===== config.mk =====
export PLATFORM = sky130hd
export DESIGN_NAME = shard_scaling_hysteresis_policy_unit
export DESIGN_NICKNAME = d
export VERILOG_FILES = /design/src/sv/sspu_pkg.sv /design/src/sv/sspu_decide.sv /design/src/sv/shard_scaling_hysteresis_policy_unit.sv
export SDC_FILE = /design/constraint.sdc
export NUM_CORES = 1
export LEC_CHECK = 0
export ABC_CLOCK_PERIOD_IN_PS = 10450
export BUFFER_PORTS_ARGS = -buffer_cell sky130_fd_sc_hd__clkbuf_2
export CORE_ASPECT_RATIO = 1.1
export CORE_MARGIN = 1
export CORE_UTILIZATION = 45
export DETAILED_ROUTE_END_ITERATION = 10
export GPL_ROUTABILITY_DRIVEN = 1
export HOLD_SLACK_MARGIN = 0.1
export PLACE_DENSITY = 0.64
export SYNTH_ARGS = -nofsm -noshare
export SYNTH_HDL_FRONTEND = slang
export SYNTH_HIERARCHICAL = 1
export SYNTH_SLANG_ARGS = --single-unit

===== constraint.sdc =====
create_clock -name clk_i -period 10.45 [get_ports clk_i]
set_input_delay 1.045 -clock clk_i [delete_from_list [all_inputs] [get_ports clk_i]]
set_output_delay 1.045 -clock clk_i [all_outputs]
set_load 0.03 [all_outputs]

===== src/sv/sspu_pkg.sv =====
// Shared types and constants for the shard scaling hysteresis policy unit.
// Holds the item, result, counter and configuration structs and the code enums.
// No dependencies.
`timescale 1ns / 1ps

package sspu_pkg;

  // default sizing, overridable on the top level
  localparam int MaxWorkersDef = 16;
  localparam int CountBitsDef  = 16;

  // fixed field widths
  localparam int CountW  = 16;
  localparam int FloorW  = 5;
  localparam int MaskW   = 16;
  localparam int WorkerW = 4;
  localparam int StreakW = 8;
  localparam int CfgIdxW = 3;
  localparam int CfgDatW = 8;

  // policy constants
  localparam logic [FloorW-1:0]  FloorWcMin   = 5'd8;   // io floor only above this many workers
  localparam int                 FloorShift   = 2;      // floor keeps all but a quarter
  localparam int                 LoadShift    = 1;      // two tasks per online worker
  localparam logic [FloorW-1:0]  ScaleWcMin   = 5'd2;   // fewer workers disables scaling
  localparam logic [StreakW-1:0] StreakSat    = 8'd255;

  // configuration register indexes
  typedef enum logic [CfgIdxW-1:0] {
    CFG_SCALING_ENABLE   = 3'd0,
    CFG_WORKER_COUNT     = 3'd1,
    CFG_UP_RUN_NEEDED    = 3'd2,
    CFG_DOWN_RUN_NEEDED  = 3'd3,
    CFG_COOLDOWN_TICKS   = 3'd4
  } cfg_idx_e;

  // result action codes
  typedef enum logic [2:0] {
    ACT_NONE    = 3'd0,
    ACT_RESTORE = 3'd1,
    ACT_UP      = 3'd2,
    ACT_DOWN    = 3'd3,
    ACT_FAIL    = 3'd4
  } action_e;

  typedef struct packed {
    logic               scaling_enable;
    logic [FloorW-1:0]  worker_count;
    logic [StreakW-1:0] up_run_needed;
    logic [StreakW-1:0] down_run_needed;
    logic [StreakW-1:0] cooldown_ticks;
  } cfg_t;

  typedef struct packed {
    logic [CountW-1:0] live_tasks;
    logic [CountW-1:0] io_waiters;
    logic              timer_armed;
    logic [FloorW-1:0] floor_count;
    logic              pressure;
    logic              work_backlog;
    logic              blocking_pending;
    logic              opaque_blocking;
    logic [MaskW-1:0]  drain_ok_mask;
  } item_t;

  typedef struct packed {
    logic [StreakW-1:0] up_run;
    logic [StreakW-1:0] down_run;
    logic [StreakW-1:0] cooldown_left;
  } ctr_t;

  typedef struct packed {
    logic [MaskW-1:0]   online_mask_out;
    logic [FloorW-1:0]  online_count;
    action_e            action;
    logic [WorkerW-1:0] changed_worker;
  } res_t;

endpackage


===== src/sv/sspu_decide.sv =====
// Per-tick scaling decision: load estimate, floor, hysteresis, cooldown and
// worker selection by priority encoders. Purely combinational.
// Depends on sspu_pkg.
`timescale 1ns / 1ps

module sspu_decide import sspu_pkg::*; #(
  parameter int MAX_WORKERS = MaxWorkersDef,
  parameter int COUNT_BITS  = CountBitsDef
) (
  input  logic [MAX_WORKERS-1:0] mask_i,
  input  ctr_t                   ctr_i,
  input  cfg_t                   cfg_i,
  input  item_t                  item_i,
  output logic [MAX_WORKERS-1:0] mask_o,
  output ctr_t                   ctr_o,
  output res_t                   res_o
);

  localparam int CW = $clog2(MAX_WORKERS + 1);
  localparam int IW = $clog2(MAX_WORKERS);
  localparam int EW = COUNT_BITS + 1;

  logic [CW-1:0]          online;
  logic [CW-1:0]          new_count;
  logic [StreakW-1:0]     online8;
  logic [StreakW-1:0]     wc8;
  logic [StreakW-1:0]     floor8;
  logic [FloorW-1:0]      wc;
  logic [FloorW-1:0]      floor_raise;
  logic [FloorW-1:0]      floor_n;
  logic [COUNT_BITS-1:0]  live_c;
  logic [COUNT_BITS-1:0]  io_c;
  logic [COUNT_BITS-1:0]  eff;
  logic                   io_nz;
  logic                   want_up;
  logic                   want_shrink;
  logic                   scale_off;
  logic                   fire_up;
  logic                   fire_dn;
  logic [StreakW-1:0]     cd_dec;
  logic [StreakW-1:0]     up_n;
  logic [StreakW-1:0]     dn_n;
  logic [MAX_WORKERS-1:0] drain_c;
  logic [MAX_WORKERS-1:0] cand_up;
  logic [MAX_WORKERS-1:0] cand_dn;
  logic [IW-1:0]          up_idx;
  logic [IW-1:0]          dn_idx;
  action_e                act;
  logic [IW-1:0]          chg;

  // online population count
  always_comb begin
    online = '0;
    for (int i = 0; i < MAX_WORKERS; i++) begin
      online = online + CW'(mask_i[i]);
    end
  end

  // effective worker count, clipped to the built size
  assign wc = (int'(cfg_i.worker_count) > MAX_WORKERS) ? FloorW'(MAX_WORKERS)
                                                        : cfg_i.worker_count;
  assign scale_off = !cfg_i.scaling_enable || (wc < ScaleWcMin);

  // load estimate
  assign live_c = COUNT_BITS'(item_i.live_tasks);
  assign io_c   = COUNT_BITS'(item_i.io_waiters);
  assign io_nz  = |io_c;
  assign eff    = (live_c > io_c) ? (live_c - io_c) : '0;

  // floor, raised while tasks wait on io in a large pool
  assign floor_raise = wc - (wc >> FloorShift);
  assign floor_n = (io_nz && (wc > FloorWcMin) && (floor_raise > item_i.floor_count))
                   ? floor_raise : item_i.floor_count;

  assign online8 = StreakW'(online);
  assign wc8     = StreakW'(wc);
  assign floor8  = StreakW'(floor_n);

  // scaling wishes
  assign want_up = (item_i.pressure
                    || (eff > COUNT_BITS'(online8 << LoadShift))
                    || (io_nz && item_i.work_backlog)
                    || (online8 < floor8))
                   && (online8 < wc8);
  assign want_shrink = !item_i.pressure && (online8 > floor8)
                       && ((EW'(eff) + EW'(1) < EW'(online8)) || item_i.timer_armed)
                       && !item_i.blocking_pending && !item_i.work_backlog
                       && !item_i.opaque_blocking;

  // cooldown and streaks
  assign cd_dec = (ctr_i.cooldown_left != '0) ? ctr_i.cooldown_left - 8'd1 : '0;
  assign up_n = !want_up ? '0
              : (ctr_i.up_run == StreakSat) ? StreakSat : ctr_i.up_run + 8'd1;
  assign dn_n = (want_up || !want_shrink) ? '0
              : (ctr_i.down_run == StreakSat) ? StreakSat : ctr_i.down_run + 8'd1;

  assign fire_up = want_up && (cd_dec == '0) && (up_n >= cfg_i.up_run_needed);
  assign fire_dn = want_shrink && (cd_dec == '0) && (dn_n >= cfg_i.down_run_needed);

  // eligible workers, worker 0 never
  assign drain_c = MAX_WORKERS'(item_i.drain_ok_mask);
  always_comb begin
    cand_up = '0;
    cand_dn = '0;
    for (int i = 1; i < MAX_WORKERS; i++) begin
      cand_up[i] = (i < int'(wc)) && !mask_i[i];
      cand_dn[i] = (i < int'(wc)) && mask_i[i] && drain_c[i];
    end
  end

  // lowest offline and highest drainable online worker
  always_comb begin
    up_idx = '0;
    dn_idx = '0;
    for (int i = MAX_WORKERS - 1; i >= 0; i--) begin
      if (cand_up[i]) begin
        up_idx = IW'(i);
      end
    end
    for (int i = 0; i < MAX_WORKERS; i++) begin
      if (cand_dn[i]) begin
        dn_idx = IW'(i);
      end
    end
  end

  // next state and result
  always_comb begin
    mask_o    = mask_i;
    ctr_o     = ctr_i;
    act       = ACT_NONE;
    chg       = '0;
    new_count = online;
    if (scale_off) begin
      act = ACT_NONE;
    end else if (online == '0) begin
      mask_o    = MAX_WORKERS'(1);
      act       = ACT_RESTORE;
      new_count = CW'(1);
    end else begin
      ctr_o.cooldown_left = cd_dec;
      ctr_o.up_run        = up_n;
      ctr_o.down_run      = dn_n;
      if (fire_up) begin
        ctr_o.up_run = '0;
        if (|cand_up) begin
          mask_o[up_idx]      = 1'b1;
          ctr_o.cooldown_left = cfg_i.cooldown_ticks;
          act                 = ACT_UP;
          chg                 = up_idx;
          new_count           = online + CW'(1);
        end else begin
          act = ACT_FAIL;
        end
      end else if (fire_dn) begin
        ctr_o.down_run = '0;
        if (|cand_dn) begin
          mask_o[dn_idx]      = 1'b0;
          ctr_o.cooldown_left = cfg_i.cooldown_ticks;
          act                 = ACT_DOWN;
          chg                 = dn_idx;
          new_count           = online - CW'(1);
        end else begin
          act = ACT_FAIL;
        end
      end
    end
  end

  assign res_o.online_mask_out = MaskW'(mask_o);
  assign res_o.online_count    = FloorW'(new_count);
  assign res_o.action          = act;
  assign res_o.changed_worker  = WorkerW'(chg);

endmodule


===== src/sv/shard_scaling_hysteresis_policy_unit.sv =====
// Top level of the shard scaling hysteresis policy unit: channels, input and
// result registers, policy state and configuration registers.
// Depends on sspu_pkg and sspu_decide.
`timescale 1ns / 1ps

// Usage
//   Each input item is one watchdog tick (task counts, floor, flags and the
//   drain mask). For each tick one result item comes back: the online mask
//   after the tick, the online count, the action taken and the worker changed.
//   Channels: in_* and out_* are valid/ready; cfg_* is a write channel that is
//   always ready, index selects the register, unknown indexes are dropped.
//   Configuration should only be written while no tick is in flight.
//   A tick accepted is held in the input register, decided against the policy
//   state as it leaves, and shown on out_* from the result register.
//   Throughput: one tick per cycle; the decision is a single pass of popcount,
//   compares and two priority encoders between the input and result registers.
//   When the receiver stalls, the result register holds and the input register
//   still takes one more tick; in_ready_o drops only when both are full.
//   Reset: worker 0 online only, streaks and cooldown cleared, both stages
//   empty, configuration at its defaults (scaling off, 16 workers, up streak
//   2, down streak 8, cooldown 4).

module shard_scaling_hysteresis_policy_unit import sspu_pkg::*; #(
  parameter int MAX_WORKERS = MaxWorkersDef,
  parameter int COUNT_BITS  = CountBitsDef
) (
  input  logic               clk_i,
  input  logic               rst_ni,
  // configuration writes
  input  logic               cfg_valid_i,
  output logic               cfg_ready_o,
  input  logic [CfgIdxW-1:0] cfg_index_i,
  input  logic [CfgDatW-1:0] cfg_data_i,
  // tick items
  input  logic               in_valid_i,
  output logic               in_ready_o,
  input  logic [CountW-1:0]  live_tasks_i,
  input  logic [CountW-1:0]  io_waiters_i,
  input  logic               timer_armed_i,
  input  logic [FloorW-1:0]  floor_count_i,
  input  logic               pressure_i,
  input  logic               work_backlog_i,
  input  logic               blocking_pending_i,
  input  logic               opaque_blocking_i,
  input  logic [MaskW-1:0]   drain_ok_mask_i,
  // result items
  output logic               out_valid_o,
  input  logic               out_ready_i,
  output logic [MaskW-1:0]   online_mask_out_o,
  output logic [FloorW-1:0]  online_count_o,
  output logic [2:0]         action_o,
  output logic [WorkerW-1:0] changed_worker_o
);

  cfg_t                   cfg_q;
  item_t                  item_q;
  item_t                  item_d;
  logic                   s1_valid_q;
  logic                   out_valid_q;
  res_t                   res_q;
  res_t                   res_d;
  logic [MAX_WORKERS-1:0] mask_q;
  logic [MAX_WORKERS-1:0] mask_d;
  ctr_t                   ctr_q;
  ctr_t                   ctr_d;
  logic                   s1_adv;
  logic                   s1_fire;

  // configuration registers
  assign cfg_ready_o = 1'b1;

  always_ff @(posedge clk_i or negedge rst_ni) begin
    if (!rst_ni) begin
      cfg_q.scaling_enable  <= 1'b0;
      cfg_q.worker_count    <= 5'd16;
      cfg_q.up_run_needed   <= 8'd2;
      cfg_q.down_run_needed <= 8'd8;
      cfg_q.cooldown_ticks  <= 8'd4;
    end else if (cfg_valid_i && cfg_ready_o) begin
      case (cfg_index_i)
        CFG_SCALING_ENABLE:  cfg_q.scaling_enable  <= cfg_data_i[0];
        CFG_WORKER_COUNT:    cfg_q.worker_count    <= cfg_data_i[FloorW-1:0];
        CFG_UP_RUN_NEEDED:   cfg_q.up_run_needed   <= cfg_data_i;
        CFG_DOWN_RUN_NEEDED: cfg_q.down_run_needed <= cfg_data_i;
        CFG_COOLDOWN_TICKS:  cfg_q.cooldown_ticks  <= cfg_data_i;
        default: begin
        end
      endcase
    end
  end

  // pipeline handshake
  assign s1_adv     = !out_valid_q || out_ready_i;
  assign s1_fire    = s1_valid_q && s1_adv;
  assign in_ready_o = !s1_valid_q || s1_adv;

  // input register
  always_comb begin
    item_d.live_tasks       = live_tasks_i;
    item_d.io_waiters       = io_waiters_i;
    item_d.timer_armed      = timer_armed_i;
    item_d.floor_count      = floor_count_i;
    item_d.pressure         = pressure_i;
    item_d.work_backlog     = work_backlog_i;
    item_d.blocking_pending = blocking_pending_i;
    item_d.opaque_blocking  = opaque_blocking_i;
    item_d.drain_ok_mask    = drain_ok_mask_i;
  end

  always_ff @(posedge clk_i or negedge rst_ni) begin
    if (!rst_ni) begin
      s1_valid_q <= 1'b0;
    end else if (in_ready_o) begin
      s1_valid_q <= in_valid_i;
    end
  end

  always_ff @(posedge clk_i) begin
    if (in_valid_i && in_ready_o) begin
      item_q <= item_d;
    end
  end

  // decision logic
  sspu_decide #(
    .MAX_WORKERS (MAX_WORKERS),
    .COUNT_BITS  (COUNT_BITS)
  ) u_decide (
    .mask_i (mask_q),
    .ctr_i  (ctr_q),
    .cfg_i  (cfg_q),
    .item_i (item_q),
    .mask_o (mask_d),
    .ctr_o  (ctr_d),
    .res_o  (res_d)
  );

  // policy state, updated as each item leaves the input register
  always_ff @(posedge clk_i or negedge rst_ni) begin
    if (!rst_ni) begin
      mask_q <= MAX_WORKERS'(1);
      ctr_q  <= '0;
    end else if (s1_fire) begin
      mask_q <= mask_d;
      ctr_q  <= ctr_d;
    end
  end

  // result register
  always_ff @(posedge clk_i or negedge rst_ni) begin
    if (!rst_ni) begin
      out_valid_q <= 1'b0;
    end else if (s1_adv) begin
      out_valid_q <= s1_valid_q;
    end
  end

  always_ff @(posedge clk_i) begin
    if (s1_fire) begin
      res_q <= res_d;
    end
  end

  assign out_valid_o       = out_valid_q;
  assign online_mask_out_o = res_q.online_mask_out;
  assign online_count_o    = res_q.online_count;
  assign action_o          = res_q.action;
  assign changed_worker_o  = res_q.changed_worker;

  // worker 0 is never taken offline
  a_worker0_online: assert property (@(posedge clk_i) disable iff (!rst_ni)
    mask_q[0])
    else $error("worker 0 went offline");

  // back-pressure only when both stages hold an item
  a_ready_full: assert property (@(posedge clk_i) disable iff (!rst_ni)
    !in_ready_o |-> (s1_valid_q && out_valid_q))
    else $error("input stalled with a free stage");

  // a successful change loads the cooldown
  a_cooldown_load: assert property (@(posedge clk_i) disable iff (!rst_ni)
    (s1_fire && (res_d.action == ACT_UP || res_d.action == ACT_DOWN))
    |=> (ctr_q.cooldown_left == $past(cfg_q.cooldown_ticks)))
    else $error("cooldown not loaded after a scaling change");

endmodule


==> results of run 1 <==
==> metal layers <==
metal  vias up  track usage  wire [microns]
li1       4479            -               -
met1      4443        0.320           13400
met2       329        0.391           13600
met3        66       0.0347            1650
met4         0        0.116            1120
met5         -            0               0
==> final timing paths <==
check	start	endpoint	slack, ns	cells past startpoint
setup / recovery	mask_q[3]	mask_q[15]	0.95	34
setup reg to reg	mask_q[3]	mask_q[15]	0.95	34
min in group asynchronous	rst_ni	mask_q[15]	0.82	2
max in group asynchronous	rst_ni	cfg_q[26]	8.97	2
hold / removal	s1_valid_q	out_valid_o	0.49	1
hold reg to reg	s1_valid_q	out_valid_o	0.49	1
==> placed cells by master, fill, tap and decap left out, types with 12 or more instances in the layout <==
| cell type | n |
|---|---|
| clkbuf_2 | 101 |
| inv_1 | 96 |
| edfxtp_1 | 85 |
| nor2_1 | 79 |
| nand2_1 | 77 |
| a21oi_1 | 75 |
| mux2_2 | 72 |
| dfrtp_1 | 67 |
| ha_1 | 65 |
| o21ai_0 | 61 |
| nand3_1 | 34 |
| a21o_1 | 23 |
| nor3_1 | 22 |
| a31oi_1 | 19 |
| clkbuf_16 | 18 |
| nor4_1 | 17 |
| nand4_1 | 16 |
| and2_1 | 14 |
| nand2b_1 | 13 |
| buf_4 | 13 |
| o21ai_1 | 13 |
| a211oi_1 | 13 |
| xnor2_1 | 13 |
| fa_1 | 12 |
==> per-stage QoR <==
| step | total power, mW | utilization | instances | cell area (sq um) |
|---|---|---|---|---|
| after detailed placement | 1.80 | 0.487 | 1534 | 11900 |
| final | 2.45 | 0.511 | 1566 | 12500 |
| after floorplan | 1.55 | - | 1169 | 11200 |
| after global routing | 2.61 | 0.511 | 1566 | 12500 |
| after CTS | 2.45 | 0.511 | 1566 | 12500 |
| after global placement | 1.79 | 0.487 | 1534 | 11900 |
==> area by class of cell <==
class / instances / area share
inverters: 98 / 0.0294
repair buffers: 115 / 0.0486
flip-flops and latches: 157 / 0.349
multi-input cells: 854 / 0.495
clock buffers: 19 / 0.0363
well taps: 310 / 0.0310
clock inverters: 13 / 0.0112
==> power groups by stage <==
stage                     sequential, mW  clock [mW]  combinational [mW]
after floorplan                    0.818           0               0.728
after global placement             0.825           0               0.965
after detailed placement           0.827           0               0.977
after CTS                          0.815       0.658               0.981
after global routing               0.828       0.681                1.10
final                              0.815       0.644               0.989
==> sequential cells by signal (all words and copies together), names as in the netlist <==
name	flops
action_o	3
cfg_q	30
changed_worker_o	4
ctr_q	24
item_q	57
mask_q	16
online_count_o	5
online_mask_out_o	16
out_valid_o	1
s1_valid_q	1
==> results by group, run 1 <==
Critical path
  – Crit path capture type: register
  – Kind of critical path: reg -> reg
  – Most common cell on crit path: fa_1
  – Worst EP arrival: 9.82 ns
  – CP delay by family, top: adder cells
  – CP max-delay cell: fa_1
  – Crit-path max FO: 10
  – Critical Path RT: 10.78 ns
  – Critical path launch point type: register
  – Worst path max stage delay: 0.57 ns
  – CP Buf/Inv Count: 4

Global routing
  – Initial antenna violation count: 0
  – GRT Overall Usage: 0.242
  – Vias in the first global route: 9255
  – Largest net degree at the start of global routing: 73
  – Remaining global-route overflow: 0
  – First-pass GRT wire length: 48.6 mm

Detailed routing
  – DR iter-0 viols: 703
  – Antenna viol nets, final: 0
  – Residual DRC count: 4
  – Drt pass-1 iters: 9
  – Drt total wl: 29.8 mm
  – Vias per Instance: 5.95
  – Avg WL per Cell: 19.0 microns
  – Total number of vias: 9317

Power
  – Internal: 1.47 mW
  – Flop pwr share: 0.333
  – PD cells: 196 nW/um^2
  – Clock power frac: 0.263
  – Switch Pwr: 0.980 mW
  – Combinational Power Share: 0.404
  – Peak VDD IR: 97.1 uV
  – Sw frac: 0.400
  – Leakage: 5.33 nW

Finish
  – Register area: 4360 sq um
  – Multi-input gate area: 6180 sq um
  – Share of cells above drive strength 1: 0.202
  – NumNets Final: 1394
  – Area growth from synthesis to layout: 11.1%
  – Layout fillers: 2260
  – Ant diodes: 0

Clock tree
  – Cts repair resizes: 0
  – Post-CTS Setup Repair Bufs: 0
  – Clock tree buffer depth: 2
  – Clock Pin Slew Worst Setup and Hold Paths: 0.07 ns
  – Insertion delay to the later sink of the worst-skew pair: 0.44 ns
  – CTS Hold Bufs: 0
  – Root Driver: clkbuf_16
  – Clock sinks: 157
  – Num CTS Buffers: 17
  – TritonCTS clock tree: built
  – Htree depth: 4

Floorplanning
  – Ports: 105
  – Die ar.: 25600 sq um
  – Vert. Die Dim: 168 microns
  – Num rows: 60
  – Initial Util: 0.460
  – Die W: 153 microns
  – Core Area: 24500 sq um

Flow run
  – Max Cap Viol: 0

Timing
  – Rel. slew slack: 0.290
  – RSZ-0062 raised after global routing: false
  – # setup viols final: 0
  – Slew @ Worst Pin: 1.06 ns
  – Min cycle time layout: 9.50 ns
  – Fin. Hold Viols: 0
  – Setup Skew: 0.0137 ns
  – Max-slew violations: 0
  – Hold WS: 0.488 ns
  – Period utilization: 0.909
  – Setup slack after layout: 0.953 ns
  – F_max: 0.105 GHz
  – TNS Setup: 0 ns

Synth
  – Syn Nets: 1320
  – Cells after Synth: 1169
  – Synthesized area per cell: 9.62 sq um
  – Synth Cell Area: 11200 sq um
  – YS warnings: 6

Placement
  – Number of port buffers: 102
  – Post-DP HPWL: 22.0 mm
  – Dpl ws: 1.04 ns
  – Placer Congestion: 0.939

Min path
  – Worst hold path type: reg -> reg

Run status
  – Status: complete, but fails checks
  – Failing checks: design-rule violations
No activity file was read; power rests on OpenSTA's default activity.
==> inputs of run 2 (changes only) <==
--- a/config.mk
+++ b/config.mk
@@ -14,6 +14,7 @@
 export GPL_ROUTABILITY_DRIVEN = 1
 export HOLD_SLACK_MARGIN = 0.1
 export PLACE_DENSITY = 0.64
+export REMOVE_ABC_BUFFERS = 1
 export SYNTH_ARGS = -nofsm -noshare
 export SYNTH_HDL_FRONTEND = slang
 export SYNTH_HIERARCHICAL = 1
==> run 2 against run 1 <==
  * The run now ends clean
  * Combinational power down 1%
  * Clock power up 3.3%
  * Sequential power about the same
  * Clock-buffer cell count down 2
  * Cell count about the same
  * Register-to-register slack worse by 0.13 ns
  * First-iteration DRC count up 15%
  * Clock skew down 0.0013 ns
  * Worst setup slack worse by 0.13 ns
  * Routed wire length down 3.8%
  * Sequential cell count unchanged
  * Maximum frequency down 1.4%
  * Largest power group unchanged
==> results by group, run 2 (same netlist as run 1, synthesis figures left out) <==
Run status
  – Status: finished clean

Timing
  – F_max: 0.104 GHz (-1.4%)
  – Fin. Hold Viols: 0 (unchanged)
  – TNS Setup: 0 ns (unchanged)
  – RSZ-0062 raised after global routing: false
  – Hold WS: 0.497 ns (+0.00909 ns)
  – Setup slack after layout: 0.822 ns (-0.131 ns)
  – Rel. slew slack: 0.309 (+0.0188)
  – Setup Skew: 0.0124 ns (-0.00130 ns)
  – Slew @ Worst Pin: 1.03 ns (-0.0282 ns)
  – Max-slew violations: 0 (unchanged)
  – Period utilization: 0.921 (+0.0126)
  – # setup viols final: 0 (unchanged)
  – Min cycle time layout: 9.63 ns (+0.131 ns)

Finish
  – Final core occ: 0.512 (+0.00164)
  – Largest register FFs: 57 (unchanged)
  – NumNets Final: 1393 (-0.072%)
  – Area growth from synthesis to layout: 11.5%
  – Commonest non-fill, non-tap cell in the layout: clkbuf_2
  – Post-Layout Inst Area: 12500 sq um (+0.32%)
  – Share of cells above drive strength 1: 0.202 (about the same)
  – Commonest non-fill, non-tap cells in the layout: clkbuf_2 (101), inv_1 (96), edfxtp_1 (85)
  – Biggest regs: item_q x57, cfg_q x30, ctr_q x24
  – Largest Register: item_q
  – Ant diodes: 0 (unchanged)

Placement
  – Cell Area, Placed: 11900 sq um (about the same)
  – Dpl ws: 0.931 ns (-0.114 ns)
  – Number of port buffers: 102 (unchanged)
  – Placer Congestion: 0.941 (+0.16%)
  – Post-DP HPWL: 21.7 mm (-1.6%)

Global routing
  – Vias in the first global route: 9016 (-2.6%)
  – GRT Overall Usage: 0.229 (-0.0126)
  – Initial antenna violation count: 0 (unchanged)
  – Remaining global-route overflow: 0 (unchanged)
  – First-pass GRT wire length: 46.5 mm (-4.3%)
  – Largest net degree at the start of global routing: 73 (unchanged)

Clock tree
  – Htree depth: 4 (unchanged)
  – TritonCTS clock tree: built
  – Cts repair resizes: 0 (unchanged)
  – Post-CTS Setup Repair Bufs: 0 (unchanged)
  – Clock tree buffer depth: 2 (unchanged)
  – Insertion delay to the later sink of the worst-skew pair: 0.43 ns (about the same)
  – Clock sinks: 157 (unchanged)
  – Root Driver: clkbuf_16
  – Clock Pin Slew Worst Setup and Hold Paths: 0.07 ns (about the same)
  – Num CTS Buffers: 17 (unchanged)
  – CTS Hold Bufs: 0 (unchanged)

Critical path
  – Most common cell on crit path: fa_1
  – Worst EP arrival: 9.81 ns (about the same)
  – Crit-path max FO: 10 (unchanged)
  – Kind of critical path: reg -> reg
  – CP max-delay cell: dfrtp_1
  – Critical path launch point type: register
  – Worst path max stage delay: 0.56 ns (about the same)
  – Critical Path RT: 10.63 ns (-0.15 ns)
  – Crit path capture type: register

Detailed routing
  – Drt total wl: 28.6 mm (-3.8%)
  – Vias per Instance: 5.94 (-0.18%)
  – Antenna viol nets, final: 0 (unchanged)
  – Drt pass-1 iters: 8 (-1)
  – Residual DRC count: 0 (-4)
  – Avg WL per Cell: 18.3 microns (-3.7%)
  – Total number of vias: 9294 (-0.25%)
  – DR iter-0 viols: 806 (+15%)

Power
  – Leakage: 5.35 nW (+0.23%)
  – Peak VDD IR: 105 uV (+8.3%)
  – PD cells: 196 nW/um^2 (about the same)

Floorplanning
  – Num rows: 60 (unchanged)
  – Die W: 153 microns (unchanged)
  – Initial Util: 0.460 (unchanged)
  – Core Area: 24500 sq um (unchanged)
  – Vert. Die Dim: 168 microns (unchanged)
  – Die ar.: 25600 sq um (unchanged)
  – Ports: 105 (unchanged)

Min path
  – Worst hold path type: reg -> reg

Flow run
  – Max Cap Viol: 0 (unchanged)
run 2: power by group:
part | internal, mW | switching, mW
Combinational | 0.369 | 0.606
Sequential | 0.742 | 0.0747
Clock | 0.370 | 0.296
Total | 1.48 | 0.977
run 2: metal layers:
layer / GRT usage / wire [microns] / vias to the layer above
met1: 0.307 / 13000 / 4489
met4: 0.0562 / 384 / 0
met5: 0 / 0 / -
met2: 0.387 / 13800 / 272
li1: - / - / 4493
met3: 0.0366 / 1430 / 40
run 2: path summary, 6_finish.rpt:
path                            start  cells after the start  slack (ns)           endpoint
hold reg to reg            s1_valid_q                      1        0.50        out_valid_o
min in group asynchronous      rst_ni                      1        0.74           ctr_q[1]
setup reg to reg            mask_q[1]                     33        0.82  online_count_o[0]
max in group asynchronous      rst_ni                      1        9.07          ctr_q[20]
hold / removal             s1_valid_q                      1        0.50        out_valid_o
setup / recovery            mask_q[1]                     33        0.82  online_count_o[0]
run 2: stage by stage:
stage,power (mW),std cells
4_1_cts,2.47,1565
3_3_place_gp,1.77,1533
3_5_place_dp,1.80,1533
6_report,2.46,1565
5_1_grt,2.62,1565
2_1_floorplan,1.51,1109
run 2: worst max-delay path: cells and delay by family (launching register included):
kind | cells | cell delay, ns
compound gates | 12 | 2.58
xor+xnor | 1 | 0.43
fa+ha+maj | 8 | 3.18
buf+inv | 4 | 0.64
flops | 1 | 0.56
simple gates | 8 | 2.00
run 2: final cells by class:
type	instances	area (sq um)
inverter	98	368
clock inverter	15	214
tap	310	388
multi-input combinational	854	6180
clock buffer	17	425
timing repair buffer	114	603
fill	2269	11900
sequential	157	4360
